===== src/rtl/cseg_pkg.sv =====
// ----------------------------------------------------------------------------
// cseg_pkg: shared types and constants of the CSR element gather block
// Request and result payloads, action codes, register indexes, controller
// states and the command/status bundles between controller and datapath.
// ----------------------------------------------------------------------------
package cseg_pkg;

  localparam int unsigned SLOT_W     = 8;
  localparam int unsigned WORD_W     = 64;
  localparam int unsigned HALF_W     = 32;
  localparam int unsigned ELEM_W     = 16;
  localparam int unsigned DENSE_W    = ELEM_W + 1;
  localparam int unsigned PTR_W      = 9;
  localparam int unsigned COL_W      = 16;
  localparam int unsigned CFG_IDX_W  = 2;
  localparam int unsigned CFG_DATA_W = 16;
  localparam int unsigned DIV_CNT_W  = 5;

  localparam logic [CFG_IDX_W-1:0] CFG_COLUMNS_PER_ROW  = 2'd0;
  localparam logic [CFG_IDX_W-1:0] CFG_ELEMENT_SKIP     = 2'd1;
  localparam logic [CFG_IDX_W-1:0] CFG_DOUBLE_PRECISION = 2'd2;

  typedef enum logic [1:0] {
    ACT_LOAD_ROW_END = 2'd0,
    ACT_LOAD_COLUMN  = 2'd1,
    ACT_LOAD_VALUE   = 2'd2,
    ACT_FETCH        = 2'd3
  } action_e;

  typedef enum logic [2:0] {
    ST_IDLE,
    ST_DIVIDE,
    ST_PTR_START,
    ST_PTR_END,
    ST_PTR_CAP,
    ST_SCAN_RD,
    ST_SCAN_CHK,
    ST_DONE
  } state_e;

  typedef struct packed {
    action_e             action;
    logic [SLOT_W-1:0]   slot;
    logic [WORD_W-1:0]   load_word;
    logic [ELEM_W-1:0]   element;
    logic                last_in;
  } in_item_t;

  typedef struct packed {
    logic [WORD_W-1:0] value;
    logic              found;
    logic              out_of_range;
    logic              last_out;
  } out_item_t;

  typedef struct packed {
    logic fetch_start;
    logic load_write;
    logic div_step;
    logic ptr_sel_end;
    logic cap_start;
    logic cap_end;
    logic pos_inc;
    logic cap_hit;
    logic result_load;
  } cmd_t;

  typedef struct packed {
    logic div_last;
    logic row_oor;
    logic scan_end;
    logic col_match;
    logic out_free;
  } sts_t;

endpackage


===== src/rtl/cseg_ctrl.sv =====
// ----------------------------------------------------------------------------
// cseg_ctrl: sequencer of the CSR element gather block
// Accepts requests, steps the divider, the pointer reads and the row scan,
// and hands the finished result to the output register.
// ----------------------------------------------------------------------------
module cseg_ctrl (
  input  logic             clk_i,
  input  logic             rst_ni,
  input  logic             in_valid_i,
  input  cseg_pkg::action_e in_action_i,
  output logic             in_ready_o,
  input  cseg_pkg::sts_t   sts_i,
  output cseg_pkg::cmd_t   cmd_o
);

  cseg_pkg::state_e state_q, state_d;

  always_ff @(posedge clk_i or negedge rst_ni) begin
    if (!rst_ni) begin
      state_q <= cseg_pkg::ST_IDLE;
    end else begin
      state_q <= state_d;
    end
  end

  always_comb begin
    state_d = state_q;
    unique case (state_q)
      cseg_pkg::ST_IDLE: begin
        if (in_valid_i && (in_action_i == cseg_pkg::ACT_FETCH)) begin
          state_d = cseg_pkg::ST_DIVIDE;
        end
      end
      cseg_pkg::ST_DIVIDE: begin
        if (sts_i.div_last) begin
          state_d = cseg_pkg::ST_PTR_START;
        end
      end
      cseg_pkg::ST_PTR_START: begin
        state_d = sts_i.row_oor ? cseg_pkg::ST_DONE : cseg_pkg::ST_PTR_END;
      end
      cseg_pkg::ST_PTR_END:   state_d = cseg_pkg::ST_PTR_CAP;
      cseg_pkg::ST_PTR_CAP:   state_d = cseg_pkg::ST_SCAN_RD;
      cseg_pkg::ST_SCAN_RD: begin
        state_d = sts_i.scan_end ? cseg_pkg::ST_DONE : cseg_pkg::ST_SCAN_CHK;
      end
      cseg_pkg::ST_SCAN_CHK: begin
        state_d = sts_i.col_match ? cseg_pkg::ST_DONE : cseg_pkg::ST_SCAN_RD;
      end
      cseg_pkg::ST_DONE: begin
        if (sts_i.out_free) begin
          state_d = cseg_pkg::ST_IDLE;
        end
      end
      default: state_d = cseg_pkg::ST_IDLE;
    endcase
  end

  always_comb begin
    cmd_o      = '0;
    in_ready_o = 1'b0;
    unique case (state_q)
      cseg_pkg::ST_IDLE: begin
        in_ready_o = 1'b1;
        if (in_valid_i) begin
          cmd_o.fetch_start = (in_action_i == cseg_pkg::ACT_FETCH);
          cmd_o.load_write  = (in_action_i != cseg_pkg::ACT_FETCH);
        end
      end
      cseg_pkg::ST_DIVIDE:    cmd_o.div_step = 1'b1;
      cseg_pkg::ST_PTR_START: cmd_o.ptr_sel_end = 1'b0;
      cseg_pkg::ST_PTR_END: begin
        cmd_o.cap_start   = 1'b1;
        cmd_o.ptr_sel_end = 1'b1;
      end
      cseg_pkg::ST_PTR_CAP:   cmd_o.cap_end = 1'b1;
      cseg_pkg::ST_SCAN_RD:   cmd_o.pos_inc = 1'b0;
      cseg_pkg::ST_SCAN_CHK: begin
        cmd_o.cap_hit = sts_i.col_match;
        cmd_o.pos_inc = !sts_i.col_match;
      end
      cseg_pkg::ST_DONE:      cmd_o.result_load = sts_i.out_free;
      default: ;
    endcase
  end

endmodule


===== config.mk =====
export PLATFORM = sky130hd
export DESIGN_NAME = cseg_ctrl
export DESIGN_NICKNAME = d
export VERILOG_FILES = /design/src/rtl/cseg_pkg.sv /design/src/rtl/cseg_ctrl.sv
export SDC_FILE = /design/constraint.sdc
export NUM_CORES = 1
export LEC_CHECK = 0
export ABC_AREA = 1
export BUFFER_PORTS_ARGS = -buffer_cell sky130_fd_sc_hd__buf_2
export CORE_AREA = 2 2 39 41
export CTS_BUF_LIST = sky130_fd_sc_hd__clkbuf_8
export DETAILED_ROUTE_END_ITERATION = 8
export DIE_AREA = 0 0 41 43
export SYNTH_ARGS = -nofsm -noshare
export SYNTH_HDL_FRONTEND = slang
export SYNTH_SLANG_ARGS = --single-unit

===== constraint.sdc =====
create_clock -name clk_i -period 1.21 [get_ports clk_i]
set_clock_uncertainty 0.15 [all_clocks]
set_input_delay 0.0605 -clock clk_i [delete_from_list [all_inputs] [get_ports clk_i]]
set_output_delay 0.0605 -clock clk_i [all_outputs]
set_load 0.05 [all_outputs]

==> impl_metrics.csv <==
group,metric,value,unit
status,outcome,"finished with violations",
status,violations,"setup timing",
power_and_ir_drop,p_leak,0.361,nW
critical_path,r2r_start,"state_q[1]",
finish,syn_to_final_growth,173,%
sta,fmax,679,MHz
finish,num_antenna_cells,0,
placed_design,pre_cts_ws,-146,ps
critical_path,cp-end-kind,"output port",
sta,timing.final.max_slew_violations,0,
finish,final.fill_count,125,
die,die_w,41,microns
logic_synthesis,synth_mux_area_share,0,%
grt,overflow,0,
finish,design_area,764,sq um
placed_design,gp_congestion,0.766,
logic_synthesis,yosys_register_bits,3,
critical_path,regToRegEndpoint,"state_q[0]",
power_and_ir_drop,irDropWorstVdd,0.00160,V
die,rows,14,
routing,vias_per_cell,4.58,
sta,maxSlewHeadroom,83.6,%
clock_network,worstSkewPairLatency,220,ps
critical_path,critPathKind,"flop to output port",
logic_synthesis,synth_top_family_by_area,"simple AND/OR/NAND/NOR gates",
routing,drt_iter0_drc,12,
grt,antenna_found_initial,0,
logic_synthesis,syn_avg_cell_area,6.37,sq um
grt,grt_pass1_vias,449,
sta,setup_viol,13,
clock_network,clock-sinks,3,
sta,rsz0062_at_grt,"true",
placed_design,place_hpwl,789,microns
critical_path,ff2ff_path_depth,7,
grt,grt_pass1_wl,1.92,mm
critical_path,rrSetupSlack,-130,ps
finish,layout_commonest_cell,"buf_4",
logic_synthesis,synth-xor-area-share,0,%
critical_path,crit_path_max_fanout,5,
die,core_area,1380,sq um
logic_synthesis,synth_compound_area_share,9.38,%
logic_synthesis,yosys.area_share.adder,0,%
logic_synthesis,seq_area_frac_synth,26.8,%
die,die_y,43,microns
critical_path,arrival,1260,ps
routing,wire_per_inst,12.2,microns
finish,final_cell_mix,"11 x buf_4, 10 x buf_2, 9 x buf_6, 5 x nor2_4",
logic_synthesis,synthCells,44,
run,drv_cap,0,
placed_design,dpl_cell_area,536,sq um
die,ios,20,
critical_path,critPathLaunchType,"flop",
placed_design,io_buffers,19,
logic_synthesis,synth_area,280,sq um
routing,drc,0,
grt,track_usage,16.3,%
routing,ant_nets,0,
finish,fin_nets,93,
sta,hold_viol,0,
clock_network,ctsLongestPathBuffers,2,
critical_path,cp.required,1000,ps
sta,fin_tns_setup,-2220,ps
finish,largest_reg_flops,3,
clock_network,cts.clk_slew.worst_paths,40,ps
sta,fin_hold_ws,27.4,ps
finish,top_register,"state_q",
power_and_ir_drop,p_per_area,3020,nW/um^2
logic_synthesis,synthDistinctLibCells,16,
clock_network,cts_tree,"built",
grt,grt_max_degree,6,
routing,dr.pass1.iters,4,
logic_synthesis,synth-simple-area-share,46.4,%
routing,routed_wl,1.20,mm
die,dieArea,1760,sq um
sta,min_period,1470,ps
clock_network,cts_max_level,1,
logic_synthesis,syn-num-nets,54,
clock_network,cts_root_buf,"clkbuf_8",
finish,reg_top3,"state_q: 3 flops",
die,start_util,20.3,%
routing,vias,449,
worst_hold_path,hold_class,"input port to async pin",
sta,fin_crit_sh,122,%
clock_network,cts_inserted_buffers,3,
logic_synthesis,ys_warn_count,0,
finish,final_layout_size_suffix_gt1_share,76.8,%
sta,finalWorstSetupSlack,-263,ps
sta,max_slew.worst_pin.slew,248,ps
## timing repair
action                                 in CTS  in global routing
pin swaps                                   5                  7
resized for setup                          37                  3
hold buffers                                2                  0
setup endpoints to repair                  13                 13
endpoints found under the hold margin       4                  0
setup buffers                               4                  2
## how the worst max path moves through the flow
| stage | start | endpoint |
|---|---|---|
| floorplan | state_q[0] | cmd_o[7] |
| global placement | state_q[0] | cmd_o[7] |
| detailed placement | state_q[0] | cmd_o[7] |
| CTS | state_q[0] | cmd_o[7] |
| global route | state_q[1] | cmd_o[7] |
| finish | state_q[1] | cmd_o[7] |
## critical path, stage by stage (launching register included)
cell and delay (ps):
dfrtp_2 440, nor2_4 130, nand2_2 80, clkinvlp_4 70, nand2_2 50, a21oi_4 120
buf_8 150
## metrics by stage
step	util (%)	cells	total power [W]
3_3_place_gp	38.7	87	0.00151
3_5_place_dp	38.7	87	0.00153
2_1_floorplan	-	44	0.00111
6_report	55.2	98	0.00231
4_1_cts	54.2	97	0.00224
5_1_grt	55.2	98	0.00244
## cells in the mapped netlist (all sizes together)
cell / n / area share (%)
inv: 8 / 11
nand2: 8 / 11
nand3: 6 / 12
nor2: 6 / 9.8
nor3: 4 / 8.9
a21oi: 3 / 5.4
dfrtp: 3 / 27
buf: 2 / 6.7
nand4: 2 / 4.5
a31oi: 1 / 2.2
o21ai: 1 / 1.8
## power by group
part           total [W]  internal [W]  switching (W)
sequential      0.000260      0.000166      0.0000943
combinational    0.00176      0.000786       0.000978
clock           0.000287      0.000216      0.0000704
## kinds of logic after synthesis
group	count (synthesis)
AND/OR/NAND/NOR	26
AO/OA/AOI/OAI	5
buffers and inverters	10
flip-flops	3
## area by class of cell
type	count	area [sq um]	share of cell area, %
clock buffers	3	41.3	5.40
flip-flops and latches	3	78.8	10.3
inverters	8	41.3	5.40
repair buffers	36	319	41.7
multi-input cells	31	260	34.0
well taps	16	20.0	2.62
clock inverters	1	3.75	0.491
## routing by layer
| metal | global-route usage (%) | up-vias | wire length, microns |
|---|---|---|---|
| met5 | 0 | - | 0 |
| met3 | 3.14 | 0 | 40 |
| met2 | 27.5 | 13 | 712 |
| met1 | 17.6 | 215 | 441 |
| met4 | 9.33 | 0 | 0 |
| li1 | - | 221 | - |
Note: power is estimated with default switching activity, not from simulation.
